<file path="src/hw/rtl/ixp_pkg.sv">
// ----------------------------------------------------------------------------
// ixp_pkg
// Shared constants, codes and word types of the XOR parity packetizer.
// ----------------------------------------------------------------------------
package ixp_pkg;

  localparam int PAYLOAD_BYTES = 1024;
  localparam int MAX_GROUPS    = 16;

  localparam int PAY_SHIFT   = $clog2(PAYLOAD_BYTES);
  localparam int STRIDE      = PAYLOAD_BYTES + 2;
  localparam int STORE_DEPTH = MAX_GROUPS * STRIDE;
  localparam int ADDR_W      = $clog2(STORE_DEPTH);
  localparam int SOFF_W      = $clog2(STRIDE);
  localparam int FILL_W      = $clog2(STRIDE + 1);
  localparam int FLEN_W      = $clog2(PAYLOAD_BYTES + 1);
  localparam int LEN_W       = 26;
  localparam int CNT_W       = LEN_W - PAY_SHIFT + 1;
  localparam int GRP_W       = (MAX_GROUPS > 1) ? $clog2(MAX_GROUPS) : 1;
  localparam int GTOT_W      = $clog2(MAX_GROUPS + 1);
  localparam int ACC_W       = $clog2(MAX_GROUPS * 255 + 1);
  localparam int IDX_W       = 16;
  localparam int OFF_W       = 11;
  localparam int MAX_FRAGS   = 65535;

  localparam logic [1:0] ST_OK   = 2'd0;
  localparam logic [1:0] ST_DROP = 2'd1;
  localparam logic [1:0] ST_NONE = 2'd2;

  localparam logic [1:0] K_PLAIN = 2'd0;
  localparam logic [1:0] K_XOR   = 2'd1;
  localparam logic [1:0] K_PAR   = 2'd2;

  localparam logic REQ_DATA = 1'b0;

  typedef struct packed {
    logic [7:0]       out_byte;
    logic             is_parity;
    logic [IDX_W-1:0] packet_index;
    logic [OFF_W-1:0] byte_offset;
    logic             packet_last;
    logic             frame_last;
    logic             parity_last;
    logic [IDX_W-1:0] fragment_count;
    logic             fec_active;
    logic [1:0]       status;
  } result_t;

  typedef struct packed {
    logic [1:0]        kind;
    logic              clr;
    logic [GRP_W-1:0]  grp;
    logic [SOFF_W-1:0] soff;
    logic [FLEN_W-1:0] flen;
    result_t           res;
  } work_t;

endpackage

</file>
<file path="src/hw/rtl/ixp_queue.sv">
// ----------------------------------------------------------------------------
// ixp_queue
// Four-word queue between the front and back ends.
// ----------------------------------------------------------------------------
module ixp_queue (
  input  logic          clk,
  input  logic          rst,
  input  logic          push,
  input  ixp_pkg::work_t wdata,
  output logic          full,
  input  logic          pop,
  output ixp_pkg::work_t rdata,
  output logic          empty
);

  ixp_pkg::work_t buf_q [4];
  logic [1:0] wp;
  logic [1:0] rp;
  logic [2:0] cnt;

  assign full  = cnt == 3'd4;
  assign empty = cnt == 3'd0;
  assign rdata = buf_q[rp];

  always_ff @(posedge clk) begin
    if (push && !full) begin
      buf_q[wp] <= wdata;
    end
  end

  always_ff @(posedge clk) begin
    if (rst) begin
      wp  <= '0;
      rp  <= '0;
      cnt <= '0;
    end else begin
      if (push && !full) begin
        wp <= wp + 2'd1;
      end
      if (pop && !empty) begin
        rp <= rp + 2'd1;
      end
      cnt <= cnt + 3'((push && !full) ? 1 : 0) - 3'((pop && !empty) ? 1 : 0);
    end
  end

endmodule

</file>
<file path="config.mk">
export PLATFORM = sky130hd
export DESIGN_NAME = ixp_queue
export DESIGN_NICKNAME = d
export VERILOG_FILES = /design/src/hw/rtl/ixp_pkg.sv /design/src/hw/rtl/ixp_queue.sv
export SDC_FILE = /design/constraint.sdc
export NUM_CORES = 1
export LEC_CHECK = 0
export BUFFER_PORTS_ARGS = -buffer_cell sky130_fd_sc_hd__buf_2
export CORE_ASPECT_RATIO = 1.25
export CORE_MARGIN = 2
export CORE_UTILIZATION = 51
export DETAILED_ROUTE_END_ITERATION = 7
export GPL_TIMING_DRIVEN = 0
export HOLD_SLACK_MARGIN = 0.12
export PLACE_DENSITY = 0.81
export SYNTH_ARGS = -nofsm -noshare
export SYNTH_HDL_FRONTEND = slang
export SYNTH_SLANG_ARGS = --single-unit
export TNS_END_PERCENT = 100
</file>
<file path="constraint.sdc">
create_clock -name clk -period 4.09 [get_ports clk]
set_clock_uncertainty 0.15 [all_clocks]
set_input_delay 1.227 -clock clk [delete_from_list [all_inputs] [get_ports clk]]
set_output_delay 1.227 -clock clk [all_outputs]
set_load 0.03 [all_outputs]
</file>
==> run_summary.xml <==
<?xml version="1.0" encoding="UTF-8"?>
<metrics>
  <group name="run_status">
    <metric name="outcome" unit="">complete, no violations</metric>
  </group>
  <group name="clock_tree">
    <metric name="cts_max_path_buffers" unit="">3</metric>
    <metric name="postCtsSetupRepairBufs" unit="">0</metric>
    <metric name="clkSlewWorstSetupHoldPaths" unit="ps">60</metric>
    <metric name="post_cts_hold_buffer_count" unit="">0</metric>
    <metric name="cts_inserted_buffers" unit="">35</metric>
    <metric name="cts_tree" unit="">built</metric>
    <metric name="ctsRootBufferMaster" unit="">sky130_fd_sc_hd__clkbuf_16</metric>
    <metric name="clock_insertion_delay_worst_skew" unit="ps">500</metric>
    <metric name="htree_num_levels" unit="">2</metric>
    <metric name="ctsResizeCount" unit="">0</metric>
    <metric name="clkSinkCount" unit="">357</metric>
  </group>
  <group name="timing">
    <metric name="worst-slew-pin-transition" unit="ps">722</metric>
    <metric name="min_period_over_period" unit="%">87.8</metric>
    <metric name="maxSlewHeadroom" unit="%">51.9</metric>
    <metric name="post-route-min-period" unit="ps">3590</metric>
    <metric name="rsz0062_at_grt" unit="">false</metric>
    <metric name="setup_viol" unit="">0</metric>
    <metric name="setup_tns_after_final_layout" unit="ps">0</metric>
    <metric name="max_freq" unit="MHz">279</metric>
    <metric name="final_hold_viol_count" unit="">0</metric>
    <metric name="final-max-slew-violation-count" unit="">0</metric>
  </group>
  <group name="critical_path">
    <metric name="path_common_cell" unit="">sky130_fd_sc_hd__buf_2</metric>
    <metric name="critical_path_peak_fanout" unit="">10</metric>
    <metric name="timing.critical_path.from_type" unit="">flip-flop</metric>
    <metric name="worst_path_top_cell_family_by_delay" unit="">buffers and inverters</metric>
    <metric name="critical_path_arrival" unit="ps">2210</metric>
    <metric name="worst-setup-path-type" unit="">flip-flop to primary output</metric>
    <metric name="timing.critical_path.required" unit="ps">2710</metric>
    <metric name="critical_path.max_stage_delay" unit="ps">360</metric>
    <metric name="end_kind" unit="">primary output</metric>
    <metric name="crit_path_cell_chain" unit="">buf_2 -&gt; buf_2 -&gt; buf_2 -&gt; mux4_2 -&gt; buf_2</metric>
    <metric name="crit_path_top_delay_cell" unit="">sky130_fd_sc_hd__mux4_2</metric>
    <metric name="crit_buf_inv" unit="">4</metric>
  </group>
  <group name="cells_and_area">
    <metric name="layout.cells.non_filler" unit="">1085</metric>
    <metric name="final_core_util" unit="%">61.7</metric>
    <metric name="design.final.nets" unit="">823</metric>
    <metric name="flow.area_growth_from_synthesis" unit="%">19.5</metric>
    <metric name="layout-drive-gt1-share" unit="%">44.5</metric>
  </group>
  <group name="place">
    <metric name="placement.io_buffers" unit="">178</metric>
    <metric name="gp_congestion" unit="">0.716</metric>
    <metric name="place_hpwl" unit="mm">14.8</metric>
    <metric name="place_inst" unit="">1023</metric>
  </group>
  <group name="global_route">
    <metric name="first_global_vias" unit="">6478</metric>
    <metric name="initial_antenna_violation_count" unit="">3</metric>
    <metric name="global_route.usage.total" unit="%">17.7</metric>
    <metric name="grt_remaining_overflow" unit="">0</metric>
    <metric name="wire_length_of_the_first_global_routing_pass" unit="mm">35.9</metric>
    <metric name="maximum_number_of_pins_on_one_net_before_global_route_repair" unit="">49</metric>
  </group>
  <group name="routing">
    <metric name="antenna_left" unit="">0</metric>
    <metric name="via_density" unit="">5.44</metric>
    <metric name="wl_per_cell" unit="um">21.6</metric>
    <metric name="detail_route.drc_violations" unit="">0</metric>
    <metric name="route.vias.total" unit="">5897</metric>
    <metric name="routed_wirelength" unit="mm">23.5</metric>
    <metric name="drtIter0Drc" unit="">357</metric>
    <metric name="drtPass1Iterations" unit="">6</metric>
  </group>
  <group name="floorplanning">
    <metric name="num_io_pins" unit="">180</metric>
    <metric name="die-height" unit="um">183</metric>
    <metric name="die_area" unit="um^2">26800</metric>
    <metric name="floorplan.rows" unit="">65</metric>
    <metric name="die_width" unit="um">147</metric>
    <metric name="start_util" unit="%">51.6</metric>
    <metric name="coreArea" unit="um^2">25200</metric>
  </group>
  <group name="yosys">
    <metric name="synth_cells" unit="">506</metric>
    <metric name="synth_top_area_cell" unit="">sky130_fd_sc_hd__edfxtp_1</metric>
    <metric name="avgSynthCellArea" unit="um^2">25.7</metric>
    <metric name="post_synth_main_area_contributors" unit="">sky130_fd_sc_hd__edfxtp_1, sky130_fd_sc_hd__mux4_2, sky130_fd_sc_hd__dfxtp_1</metric>
    <metric name="synth_seq_cells" unit="">357</metric>
    <metric name="yosysSeqAreaShare" unit="%">81.6</metric>
    <metric name="postSynthNetCount" unit="">604</metric>
    <metric name="synth_cell_types" unit="">25</metric>
    <metric name="yosysWarnings" unit="">0</metric>
    <metric name="mappedNetlistArea" unit="um^2">13000</metric>
    <metric name="synthDominantCellAreaShare" unit="%">80.3</metric>
  </group>
  <group name="pwr">
    <metric name="max-vdd-ir-drop" unit="mV">0.488</metric>
    <metric name="power.leakage" unit="uW">0.00524</metric>
    <metric name="power.density_cell_area" unit="nW/um^2">658</metric>
  </group>
  <group name="run">
    <metric name="drv.max_cap_violation_count" unit="">0</metric>
  </group>
  <group name="hold_path">
    <metric name="worst_min_delay_path_category" unit="">flip-flop to flip-flop</metric>
  </group>
</metrics>
-- flip-flops by register name, indices dropped and copies added, names as in the netlist, named ones only --
register and cells:
buf_q 348, wp 2, rp 2, cnt 3
-- cell families after synthesis --
group | count (synthesis) | share of synthesized area (%)
muxes | 88 | 15.1
DFF | 357 | 81.6
xor gates and xnor gates | 3 | 0.202
adders and majority gates | 7 | 0.730
and+or+nand+nor | 17 | 0.721
buffers and inverters | 29 | 1.37
AOI/OAI and AO/OA | 5 | 0.211
-- final timing paths --
check | depth (start not counted) | start | end | slack, ps
worst max-delay path | 5 | flip-flop | rdata[82] | 500
worst min-delay path | 2 | rp[1]$_SDFFE_PP0P_ | flip-flop | 380
worst max register to register | 10 | cnt[1]$_SDFF_PP0_ | cnt[2]$_SDFF_PP0_ | 1390
worst min register to register | 2 | rp[1]$_SDFFE_PP0P_ | flip-flop | 380
-- cell type report --
type	instances	area, um^2
flip-flops and latches	357	10600
fillers	1760	9650
multi-input cells	120	2220
repair buffers	182	1000
clock buffers	46	960
well taps	335	419
plain buffers	21	149
clock inverters	15	148
inverters	8	30.0
diodes	1	2.50
-- power breakdown --
part / internal, uW / total [uW] / switching (uW)
Combinational: 1040 / 2720 / 1680
Sequential: 4390 / 4480 / 89.1
Clock: 1840 / 3040 / 1200
-- placed cells by master (no fill, tap or decap) --
| cell type | count |
|---|---|
| sky130_fd_sc_hd__a21oi_1 | 2 |
| sky130_fd_sc_hd__and2_4 | 4 |
| sky130_fd_sc_hd__buf_12 | 1 |
| sky130_fd_sc_hd__buf_16 | 4 |
| sky130_fd_sc_hd__buf_2 | 188 |
| sky130_fd_sc_hd__buf_6 | 1 |
| sky130_fd_sc_hd__buf_8 | 3 |
| sky130_fd_sc_hd__bufinv_16 | 3 |
| sky130_fd_sc_hd__clkbuf_1 | 15 |
| sky130_fd_sc_hd__clkbuf_16 | 37 |
| sky130_fd_sc_hd__clkinv_1 | 7 |
| sky130_fd_sc_hd__clkinv_2 | 3 |
| sky130_fd_sc_hd__clkinvlp_4 | 1 |
| sky130_fd_sc_hd__dfxtp_1 | 9 |
| sky130_fd_sc_hd__diode_2 | 1 |
| sky130_fd_sc_hd__edfxtp_1 | 348 |
| sky130_fd_sc_hd__fa_1 | 1 |
| sky130_fd_sc_hd__ha_1 | 6 |
| sky130_fd_sc_hd__inv_1 | 8 |
| sky130_fd_sc_hd__inv_6 | 1 |
| sky130_fd_sc_hd__mux2i_1 | 1 |
| sky130_fd_sc_hd__mux4_2 | 87 |
| sky130_fd_sc_hd__nand2_1 | 1 |
| sky130_fd_sc_hd__nand2b_1 | 2 |
| sky130_fd_sc_hd__nor2_1 | 4 |
| sky130_fd_sc_hd__nor2b_1 | 2 |
| sky130_fd_sc_hd__nor3_1 | 1 |
| sky130_fd_sc_hd__nor3b_1 | 1 |
| sky130_fd_sc_hd__o21ai_0 | 2 |
| sky130_fd_sc_hd__o31ai_1 | 1 |
| sky130_fd_sc_hd__or3_1 | 2 |
| sky130_fd_sc_hd__xnor2_1 | 2 |
| sky130_fd_sc_hd__xor2_1 | 1 |
-- worst register-to-register path: stages, from the launching register on --
cell,delay (ps)
sky130_fd_sc_hd__dfxtp_1,440
sky130_fd_sc_hd__nor3b_1,140
sky130_fd_sc_hd__nor2_1,370
sky130_fd_sc_hd__inv_1,100
sky130_fd_sc_hd__ha_1,300
sky130_fd_sc_hd__inv_1,50
sky130_fd_sc_hd__ha_1,200
sky130_fd_sc_hd__fa_1,420
sky130_fd_sc_hd__xnor2_1,210
sky130_fd_sc_hd__xnor2_1,130
sky130_fd_sc_hd__nor2_1,60
-- cells in the mapped netlist, drive strengths merged --
library cell,number
o21ai,2
a21oi,2
edfxtp,348
and2,4
or3,2
fa,1
clkbuf,6
dfxtp,9
inv,8
nor2b,2
nor3b,1
nand2,1
mux4,87
xor2,1
nor2,4
buf,15
ha,6
o31ai,1
nor3,1
xnor2,2
mux2i,1
nand2b,2
-- layer usage --
metal / vias to the layer above / GRT usage [%] / part of all wire, %
li1: 2595 / - / -
met1: 3069 / 20.5 / 37
met2: 181 / 32.9 / 55
met3: 48 / 4.25 / 5.7
met4: 4 / 5.15 / 2.1
met5: - / 0 / 0.12
-- per-stage QoR --
stage                     area (um^2)  total power (uW)  setup slack [ps]  hold WS (ps)
after floorplan                 13000              6540               859           309
after global placement          14300              7220              5.18           322
after detailed placement        14500              7330               624           373
after CTS                       15600             10400               400           383
after global routing            15600             10600               323           421
final                           15600             10200               500           379
(Power assumes the default switching activity.)
