==> config.mk <==
export PLATFORM = sky130hd
export DESIGN_NAME = ixp_front
export DESIGN_NICKNAME = d
export VERILOG_FILES = /design/src/hw/rtl/ixp_pkg.sv /design/src/hw/rtl/ixp_front.sv
export SDC_FILE = /design/constraint.sdc
export NUM_CORES = 1
export LEC_CHECK = 0
export BUFFER_PORTS_ARGS = -buffer_cell sky130_fd_sc_hd__buf_4
export CAP_MARGIN = 5
export CORE_UTILIZATION = 28
export DETAILED_ROUTE_END_ITERATION = 7
export PLACE_DENSITY_LB_ADDON = 0.25
export RECOVER_POWER = 50
export REMOVE_ABC_BUFFERS = 1
export SYNTH_ARGS = -nofsm -noshare
export SYNTH_HDL_FRONTEND = slang
export SYNTH_SLANG_ARGS = --single-unit
==> constraint.sdc <==
create_clock -name clk -period 11.4 [get_ports clk]
set_input_delay 1.71 -clock clk [delete_from_list [all_inputs] [get_ports clk]]
set_output_delay 1.71 -clock clk [all_outputs]
set_load 0.05 [all_outputs]
==> src/hw/rtl/ixp_pkg.sv <==
// ----------------------------------------------------------------------------
// ixp_pkg
// Shared constants, codes and word types of the XOR parity packetizer.
// ----------------------------------------------------------------------------
package ixp_pkg;

  localparam int PAYLOAD_BYTES = 1024;
  localparam int MAX_GROUPS    = 16;

  localparam int PAY_SHIFT   = $clog2(PAYLOAD_BYTES);
  localparam int STRIDE      = PAYLOAD_BYTES + 2;
  localparam int STORE_DEPTH = MAX_GROUPS * STRIDE;
  localparam int ADDR_W      = $clog2(STORE_DEPTH);
  localparam int SOFF_W      = $clog2(STRIDE);
  localparam int FILL_W      = $clog2(STRIDE + 1);
  localparam int FLEN_W      = $clog2(PAYLOAD_BYTES + 1);
  localparam int LEN_W       = 26;
  localparam int CNT_W       = LEN_W - PAY_SHIFT + 1;
  localparam int GRP_W       = (MAX_GROUPS > 1) ? $clog2(MAX_GROUPS) : 1;
  localparam int GTOT_W      = $clog2(MAX_GROUPS + 1);
  localparam int ACC_W       = $clog2(MAX_GROUPS * 255 + 1);
  localparam int IDX_W       = 16;
  localparam int OFF_W       = 11;
  localparam int MAX_FRAGS   = 65535;

  localparam logic [1:0] ST_OK   = 2'd0;
  localparam logic [1:0] ST_DROP = 2'd1;
  localparam logic [1:0] ST_NONE = 2'd2;

  localparam logic [1:0] K_PLAIN = 2'd0;
  localparam logic [1:0] K_XOR   = 2'd1;
  localparam logic [1:0] K_PAR   = 2'd2;

  localparam logic REQ_DATA = 1'b0;

  typedef struct packed {
    logic [7:0]       out_byte;
    logic             is_parity;
    logic [IDX_W-1:0] packet_index;
    logic [OFF_W-1:0] byte_offset;
    logic             packet_last;
    logic             frame_last;
    logic             parity_last;
    logic [IDX_W-1:0] fragment_count;
    logic             fec_active;
    logic [1:0]       status;
  } result_t;

  typedef struct packed {
    logic [1:0]        kind;
    logic              clr;
    logic [GRP_W-1:0]  grp;
    logic [SOFF_W-1:0] soff;
    logic [FLEN_W-1:0] flen;
    result_t           res;
  } work_t;

endpackage

==> src/hw/rtl/ixp_front.sv <==
// ----------------------------------------------------------------------------
// ixp_front
// Accepts words, tracks frame/fragment/drain position, sizes the parity
// groups at frame start and queues one tagged work word per input.
// ----------------------------------------------------------------------------
module ixp_front (
  input  logic                       clk,
  input  logic                       rst,
  input  logic                       push,
  output logic                       full,
  input  logic                       req_type,
  input  logic [7:0]                 data_byte,
  input  logic [ixp_pkg::LEN_W-1:0]  frame_length,
  input  logic                       fec_enable,
  input  logic [7:0]                 fec_group_size,
  input  logic                       q_full,
  output logic                       q_push,
  output ixp_pkg::work_t             q_data
);

  localparam logic [1:0] F_RUN  = 2'd0;
  localparam logic [1:0] F_SRCH = 2'd1;
  localparam logic [1:0] F_EMIT = 2'd2;

  logic [1:0] state;
  logic       in_prog;
  logic       fec_on;
  logic       dropped;
  logic       pend;
  logic [ixp_pkg::LEN_W-1:0]  total;
  logic [ixp_pkg::LEN_W-1:0]  seen;
  logic [ixp_pkg::CNT_W-1:0]  count;
  logic [ixp_pkg::IDX_W-1:0]  fc;
  logic [ixp_pkg::SOFF_W-1:0] off;
  logic [ixp_pkg::GRP_W-1:0]  cg;
  logic [ixp_pkg::GTOT_W-1:0] gtot;
  logic [ixp_pkg::GTOT_W-1:0] dg;
  logic [ixp_pkg::SOFF_W-1:0] doff;
  logic [ixp_pkg::GTOT_W-1:0] srch_k;
  logic [ixp_pkg::ACC_W-1:0]  srch_acc;
  logic [7:0]                 hold_byte;

  logic                       in_prog_next;
  logic                       pend_next;
  logic [ixp_pkg::LEN_W-1:0]  seen_next;
  logic [ixp_pkg::IDX_W-1:0]  fc_next;
  logic [ixp_pkg::SOFF_W-1:0] off_next;
  logic [ixp_pkg::GRP_W-1:0]  cg_next;
  logic [ixp_pkg::GTOT_W-1:0] dg_next;
  logic [ixp_pkg::SOFF_W-1:0] doff_next;

  logic                       accept;
  logic                       start;
  logic                       do_proc;
  logic                       p_req;
  logic [7:0]                 p_byte;
  logic [ixp_pkg::LEN_W-1:0]  len_eff;
  logic [ixp_pkg::CNT_W-1:0]  cnt_new;
  logic [7:0]                 gs1;
  logic                       flast;
  logic [ixp_pkg::LEN_W:0]    rem;
  logic [ixp_pkg::FLEN_W-1:0] flen;
  logic                       plast;
  logic                       dlast;
  logic                       glast;
  ixp_pkg::work_t             w;

  assign full   = (state != F_RUN) || q_full;
  assign accept = push && !full;
  assign start  = accept && (req_type == ixp_pkg::REQ_DATA) && !in_prog;
  assign do_proc = (accept && !start) || (state == F_EMIT && !q_full);
  assign q_push = do_proc;
  assign q_data = w;

  assign gs1     = (fec_group_size == 8'd0) ? 8'd1 : fec_group_size;
  assign len_eff = (frame_length == '0) ? ixp_pkg::LEN_W'(1) : frame_length;
  assign cnt_new = ixp_pkg::CNT_W'(({1'b0, len_eff} + (ixp_pkg::LEN_W + 1)'(
                     ixp_pkg::PAYLOAD_BYTES - 1)) >> ixp_pkg::PAY_SHIFT);

  always_comb begin
    p_req  = (state == F_EMIT) ? ixp_pkg::REQ_DATA : req_type;
    p_byte = (state == F_EMIT) ? hold_byte : data_byte;

    flast = ({1'b0, seen} + 1'b1) >= {1'b0, total};
    rem   = {1'b0, total} - ((ixp_pkg::LEN_W + 1)'(fc) << ixp_pkg::PAY_SHIFT);
    flen  = (rem < (ixp_pkg::LEN_W + 1)'(ixp_pkg::PAYLOAD_BYTES)) ?
            ixp_pkg::FLEN_W'(rem) : ixp_pkg::FLEN_W'(ixp_pkg::PAYLOAD_BYTES);
    plast = (int'(off) + 1) >= int'(flen);
    dlast = int'(doff) == ixp_pkg::STRIDE - 1;
    glast = dlast && ((int'(dg) + 1) >= int'(gtot));

    in_prog_next = in_prog;
    pend_next    = pend;
    seen_next    = seen;
    fc_next      = fc;
    off_next     = off;
    cg_next      = cg;
    dg_next      = dg;
    doff_next    = doff;

    w       = '0;
    w.clr   = state == F_EMIT;
    w.kind  = ixp_pkg::K_PLAIN;
    w.res.out_byte = p_byte;

    if (p_req == ixp_pkg::REQ_DATA) begin
      if (dropped) begin
        w.res.out_byte   = 8'd0;
        w.res.frame_last = flast;
        w.res.status     = ixp_pkg::ST_DROP;
      end else begin
        w.kind = fec_on ? ixp_pkg::K_XOR : ixp_pkg::K_PLAIN;
        w.grp  = cg;
        w.soff = off;
        w.flen = flen;
        w.res.packet_index   = fc;
        w.res.byte_offset    = ixp_pkg::OFF_W'(off);
        w.res.packet_last    = plast;
        w.res.frame_last     = flast;
        w.res.fragment_count = ixp_pkg::IDX_W'(count);
        w.res.fec_active     = fec_on;
        if (plast) begin
          off_next = '0;
          fc_next  = fc + 1'b1;
          if (gtot != '0) begin
            cg_next = ((int'(cg) + 1) >= int'(gtot)) ? '0 : cg + 1'b1;
          end
        end else begin
          off_next = off + 1'b1;
        end
      end
      seen_next = seen + 1'b1;
      if (flast) begin
        in_prog_next = 1'b0;
        if (fec_on && !dropped) begin
          pend_next = 1'b1;
          dg_next   = '0;
          doff_next = '0;
        end
      end
    end else if (!pend) begin
      w.res.out_byte = 8'd0;
      w.res.status   = ixp_pkg::ST_NONE;
    end else begin
      w.kind = ixp_pkg::K_PAR;
      w.grp  = ixp_pkg::GRP_W'(dg);
      w.soff = doff;
      w.res.out_byte       = 8'd0;
      w.res.is_parity      = 1'b1;
      w.res.packet_index   = ixp_pkg::IDX_W'(dg);
      w.res.byte_offset    = ixp_pkg::OFF_W'(doff);
      w.res.packet_last    = dlast;
      w.res.parity_last    = glast;
      w.res.fragment_count = ixp_pkg::IDX_W'(count);
      w.res.fec_active     = 1'b1;
      if (dlast) begin
        doff_next = '0;
        dg_next   = dg + 1'b1;
      end else begin
        doff_next = doff + 1'b1;
      end
      if (glast) begin
        pend_next = 1'b0;
      end
    end
  end

  always_ff @(posedge clk) begin
    if (start) begin
      hold_byte <= data_byte;
    end
  end

  always_ff @(posedge clk) begin
    if (rst) begin
      state    <= F_RUN;
      in_prog  <= 1'b0;
      fec_on   <= 1'b0;
      dropped  <= 1'b0;
      pend     <= 1'b0;
      total    <= '0;
      seen     <= '0;
      count    <= '0;
      fc       <= '0;
      off      <= '0;
      cg       <= '0;
      gtot     <= '0;
      dg       <= '0;
      doff     <= '0;
      srch_k   <= '0;
      srch_acc <= '0;
    end else begin
      case (state)
        F_RUN: begin
          if (start) begin
            in_prog <= 1'b1;
            total   <= len_eff;
            count   <= cnt_new;
            seen    <= '0;
            fc      <= '0;
            off     <= '0;
            cg      <= '0;
            pend    <= 1'b0;
            dg      <= '0;
            doff    <= '0;
            dropped <= int'(cnt_new) > ixp_pkg::MAX_FRAGS;
            if (int'(cnt_new) > ixp_pkg::MAX_FRAGS || !fec_enable) begin
              fec_on <= 1'b0;
              gtot   <= '0;
              state  <= F_EMIT;
            end else begin
              srch_k   <= ixp_pkg::GTOT_W'(1);
              srch_acc <= ixp_pkg::ACC_W'(gs1);
              state    <= F_SRCH;
            end
          end
        end
        F_SRCH: begin
          // smallest k with k*group_size >= fragments, give up past the limit
          if (int'(srch_acc) >= int'(count)) begin
            fec_on <= 1'b1;
            gtot   <= srch_k;
            state  <= F_EMIT;
          end else if (int'(srch_k) == ixp_pkg::MAX_GROUPS) begin
            fec_on <= 1'b0;
            gtot   <= '0;
            state  <= F_EMIT;
          end else begin
            srch_k   <= srch_k + 1'b1;
            srch_acc <= srch_acc + ixp_pkg::ACC_W'(gs1);
          end
        end
        F_EMIT: begin
          if (!q_full) begin
            state <= F_RUN;
          end
        end
        default: begin
          state <= F_RUN;
        end
      endcase
      if (do_proc) begin
        in_prog <= in_prog_next;
        pend    <= pend_next;
        seen    <= seen_next;
        fc      <= fc_next;
        off     <= off_next;
        cg      <= cg_next;
        dg      <= dg_next;
        doff    <= doff_next;
      end
    end
  end

endmodule

==> impl_metrics.ini, run 1 <==
[status]
status = finished with violations
violations = max-capacitance violations, max-slew violations

[sta]
fin_worst_skew_ns = 0.0137
fin_tns_setup_ns = 0
layout_min_cycle_time_ns = 7.26
slew_viol_final = 53
min_period_over_period = 0.637
rsz0062_at_grt = false
fmax_ghz = 0.138
worst_pin_slew_ns = 2.48
hold_ws_ns = 0.469
report.final.setup_viol = 0
setup_ws_ns = 4.14
hold_violations = 0
slew-limit-headroom = -0.652

[power]
p_leak_nw = 5.02
seqPwrFrac = 0.390
power_density_nw_per_um2 = 111
switching_share = 0.323
p_int_mw = 0.966
p_sw_mw = 0.460
combPwrFrac = 0.180
power_mw = 1.43
clkPwrFrac = 0.429
ir_worst_vdd_uv = 89.3

[cts]
post_cts.repair.setup_buffers = 0
cts_max_path_buffers = 2
cts_tree = built
cts_made_buffers = 17
clkLatencyLatePin_ns = 0.45
cts-root-buf = clkbuf_16
cts_max_level = 4
post_cts_resized = 0
clk_pin_slew_ns = 0.07
numClockSinks = 152
postCtsHoldBufs = 0

[critical_path]
start_kind = flip-flop
crit_required_ns = 9.69
worstPathArrival_ns = 5.55
endpoint_kind = output pin
cp_max_fo = 20
critPathKind = reg2out

[floorplanning]
dieArea_um2 = 39900
fp.dieH_um = 200
io_pins = 137
core_um2 = 38600
die_x_um = 200
start_util = 0.284
num_rows = 72

[yosys]
async_flop_share = 0
synth.most_common_cell = nand2_1
synthFlopType = dfxtp_1
synth_common_cells = nand2_1, dfxtp_1, a21oi_1
seq_area_frac_synth = 0.285
ys_seq_elements = 152
synth.avg_cell_area_um2 = 7.68
synthCells = 1424
synth_edf_count = 8
yosysUniqueCellTypes = 79
yosysWarnings = 0
synthesis.area_um2 = 10900
synth.largest_area_cell = dfxtp_1
synth_top_area_frac = 0.263
ys_top_cells_by_area = dfxtp_1, ha_1, nand2_1

[drt]
drc = 0
routed_via_density = 5.16
antenna_left = 0
drt-total-wl_um = 35000
via_count = 10500
drt_iter0_drc = 606
dr.pass1.iters = 5
wl_per_cell_um = 17.3

[global_route]
grt_max_degree = 66
grt_pass1_vias = 9842
grt_remaining_overflow = 0
antenna_found_initial = 0
grt_pass1_wl_um = 55000
grt_use_total = 0.178

[place]
numPortBuffers = 136
dp_cells = 1998
dp_hpwl_um = 26900
place_congestion = 0.842
pre_cts_ws_ns = 4.72

[final_layout]
drive_above_1_share = 0.130
stdcell_count = 2030
num_antenna_cells = 0
num-nets-final = 1641
area_delta_synth_final_pct = 17.7

[worst_hold_path]
hp-class = reg2reg

[run]
drv_cap = 1
worst max-delay path, cell delays in order, from the launching register on:
cell      delay [ns]
dfxtp_1         0.51
inv_1           0.14
ha_1            0.36
nand2b_1        0.12
a21oi_1         0.10
o21ai_0         0.32
o21ai_0         0.19
a211oi_1        0.39
o32a_1          0.47
and4_1          0.27
ha_1            0.22
nand2b_1        0.14
a21o_1          0.17
a211o_1         0.28
a21oi_1         0.29
o21a_1          0.59
o22ai_1         0.28
buf_4           0.26
worst paths after layout:
kind                                              from                     end  slack (ns)  cells past startpoint
worst max register to register   state[1]$_SDFFE_PP0P_      cg[1]$_SDFFE_PP0P_        5.49                      7
worst max-delay path                fc[2]$_SDFFE_PP0P_              q_data[21]        4.14                     17
worst min-delay path            total[10]$_SDFFE_PP0P_  total[10]$_SDFFE_PP0P_        0.47                      2
worst min register to register  total[10]$_SDFFE_PP0P_  total[10]$_SDFFE_PP0P_        0.47                      2
layout by cell type, fill, tap and decap left out, types with 36 or more instances in the layout:
| cell type | count |
|---|---|
| nand2_1 | 188 |
| nand3_1 | 45 |
| inv_1 | 75 |
| nor3_1 | 42 |
| buf_4 | 124 |
| nand4_1 | 40 |
| xnor2_1 | 36 |
| dfxtp_1 | 144 |
| nor2_1 | 118 |
| ha_1 | 92 |
| o21ai_0 | 55 |
| a21oi_1 | 126 |
power by group through the flow:
stage | registers (mW) | logic, mW | clock network [mW]
after global placement | 0.569 | 0.257 | 0
after floorplan | 0.565 | 0.170 | 0
after global routing | 0.558 | 0.284 | 0.649
final | 0.557 | 0.257 | 0.612
after detailed placement | 0.569 | 0.259 | 0
after CTS | 0.557 | 0.260 | 0.625
layer usage:
layer / up-vias / routed length [um] / part of all wire / GRT usage
li1: 5259 / - / - / -
met5: - / 0 / 0 / 0
met4: 0 / 733 / 0.021 / 0.0517
met2: 215 / 16400 / 0.47 / 0.292
met1: 4972 / 16500 / 0.47 / 0.237
met3: 38 / 1430 / 0.041 / 0.0297
kinds of logic (layout without fill, tap and decap cells):
group,Yosys count,count (layout),synth area share
xor+xnor,68,68,0.0544
mux,21,21,0.0193
buf+inv,168,256,0.0629
flops,152,152,0.285
fa+ha+maj,94,94,0.109
compound gates,349,349,0.206
simple gates,572,572,0.263
layout make-up:
type	count	area [um^2]
fill	4186	25700
multi-input combinational	1104	7150
sequential	152	3120
timing repair buffer	146	1040
tap	518	648
clock buffer	17	425
inverter	78	293
clock inverter	15	203
flip-flops by register name, indices dropped and copies added (netlist names), 5 cells and up:
name / count
count: 17
dg: 5
doff: 11
fc: 16
gtot: 5
hold_byte: 8
off: 11
seen: 26
srch_acc: 12
srch_k: 5
total: 26
per-stage QoR:
stage                     utilization  cell area [um^2]
after floorplan                     -             10500
after global placement          0.319             12300
after detailed placement        0.319             12300
after CTS                       0.336             12900
after global routing            0.334             12900
final                           0.334             12900
Note: power is estimated with default switching activity, not from simulation.
==> run 2: changes to the inputs <==
==> constraint.sdc (replaced) <==
create_clock -name clk -period 7.2 [get_ports clk]
set_input_delay 1.08 -clock clk [delete_from_list [all_inputs] [get_ports clk]]
set_output_delay 1.08 -clock clk [all_outputs]
set_load 0.05 [all_outputs]
==> impl_metrics.ini, run 2 (synthesis results as in run 1) <==
[status]
status = finished with violations
violations = max-capacitance violations, max-slew violations

[floorplanning]
num_rows = 72
die_x_um = 200
fp.dieH_um = 200
io_pins = 137
core_um2 = 38600
start_util = 0.284
dieArea_um2 = 39900

[power]
p_leak_nw = 4.97
power_mw = 2.22
power_density_nw_per_um2 = 173
ir_worst_vdd_uv = 120

[cts]
cts_max_level = 4
post_cts_resized = 0
numClockSinks = 152
cts_made_buffers = 17
cts_max_path_buffers = 2
cts_tree = built
clk_pin_slew_ns = 0.07
cts-root-buf = clkbuf_16
clkLatencyLatePin_ns = 0.45
postCtsHoldBufs = 0
post_cts.repair.setup_buffers = 0

[sta]
hold_violations = 0
fin_worst_skew_ns = 0.0132
min_period_over_period = 0.839
slew-limit-headroom = -1.08
worst_pin_slew_ns = 3.12
fmax_ghz = 0.166
fin_tns_setup_ns = 0
slew_viol_final = 129
layout_min_cycle_time_ns = 6.04
report.final.setup_viol = 0
rsz0062_at_grt = false

[drt]
routed_via_density = 5.15
wl_per_cell_um = 17.4
drt-total-wl_um = 35300
drc = 0
via_count = 10500
dr.pass1.iters = 5
antenna_left = 0
drt_iter0_drc = 703

[critical_path]
critPathKind = reg2out
endpoint_kind = output pin
start_kind = flip-flop
worstPathArrival_ns = 4.96
crit_required_ns = 6.12
cp_max_fo = 11

[global_route]
grt_max_degree = 69
grt_pass1_vias = 9694
grt_pass1_wl_um = 55400
grt_use_total = 0.179
antenna_found_initial = 0
grt_remaining_overflow = 0

[final_layout]
finalInstanceArea_um2 = 12800
area_delta_synth_final_pct = 17.1
drive_above_1_share = 0.125
final_cell_mix = nand2_1, dfxtp_1, a21oi_1
num_antenna_cells = 0
n_fill_cell = 4217
multiInputGateArea_um2 = 7130
stdcell_count = 2031
regArea_um2 = 3120
num-nets-final = 1642
reg_top3 = seen (26), total (26), count (17)
mostFrequentLayoutCell = nand2_1

[run]
drv_cap = 4

[place]
place_congestion = 0.848
dp_cells = 1999
place_area_um2 = 12300
dp_hpwl_um = 26900
numPortBuffers = 136

[worst_hold_path]
hp-class = reg2reg
[run 2: layer usage]
layer  part of all wire  GRT usage  wire length (um)  vias up
li1                   -          -                 -     5252
met1               0.47      0.240             16500     4978
met2               0.48      0.301             16900      209
met3              0.041     0.0270              1450       27
met4              0.011     0.0387               395        0
met5                  0          0                 0        -
[run 2: report_power, final]
| part | switching, mW | internal, mW |
|---|---|---|
| Combinational | 0.275 | 0.131 |
| Clock | 0.436 | 0.493 |
| Sequential | 0.0171 | 0.865 |
[run 2: cell type report]
| type | instances | area share |
|---|---|---|
| inverter | 78 | 0.0229 |
| timing repair buffer | 147 | 0.0800 |
| multi-input combinational | 1104 | 0.557 |
| clock buffer | 18 | 0.0335 |
| sequential | 152 | 0.244 |
| clock inverter | 14 | 0.0124 |
| tap | 518 | 0.0506 |
[run 2: path summary, 6_finish.rpt]
kind / slack (ns) / depth (start not counted) / start / endpoint
hold reg to reg: 0.46 / 2 / count[16]$_SDFFE_PP0P_ / count[16]$_SDFFE_PP0P_
hold / removal: 0.46 / 2 / count[16]$_SDFFE_PP0P_ / count[16]$_SDFFE_PP0P_
setup / recovery: 1.16 / 18 / total[10]$_SDFFE_PP0P_ / q_data[21]
setup reg to reg: 1.59 / 7 / state[0]$_SDFFE_PP0P_ / cg[1]$_SDFFE_PP0P_
[run 2: per-stage QoR]
step | setup slack (ns) | hold WS, ns | util
after floorplan | 1.35 | 0.425 | -
after global placement | 1.85 | 0.442 | 0.319
after detailed placement | 1.70 | 0.445 | 0.319
after CTS | 1.19 | 0.457 | 0.335
after global routing | 0.677 | 0.471 | 0.332
final | 1.16 | 0.455 | 0.332
[run 2: worst max-delay path, cell delays in order, from the launching register on]
cell	delay, ns
dfxtp_1	0.33
inv_1	0.06
ha_1	0.25
fa_1	0.41
nand2b_1	0.17
a21oi_1	0.24
o21ai_0	0.20
o21ai_0	0.31
o211a_1	0.24
o32a_1	0.38
and4_1	0.27
ha_1	0.22
nand2b_1	0.14
a21o_1	0.17
a211o_1	0.29
a21oi_1	0.28
o21a_1	0.17
o22ai_1	0.11
buf_4	0.25
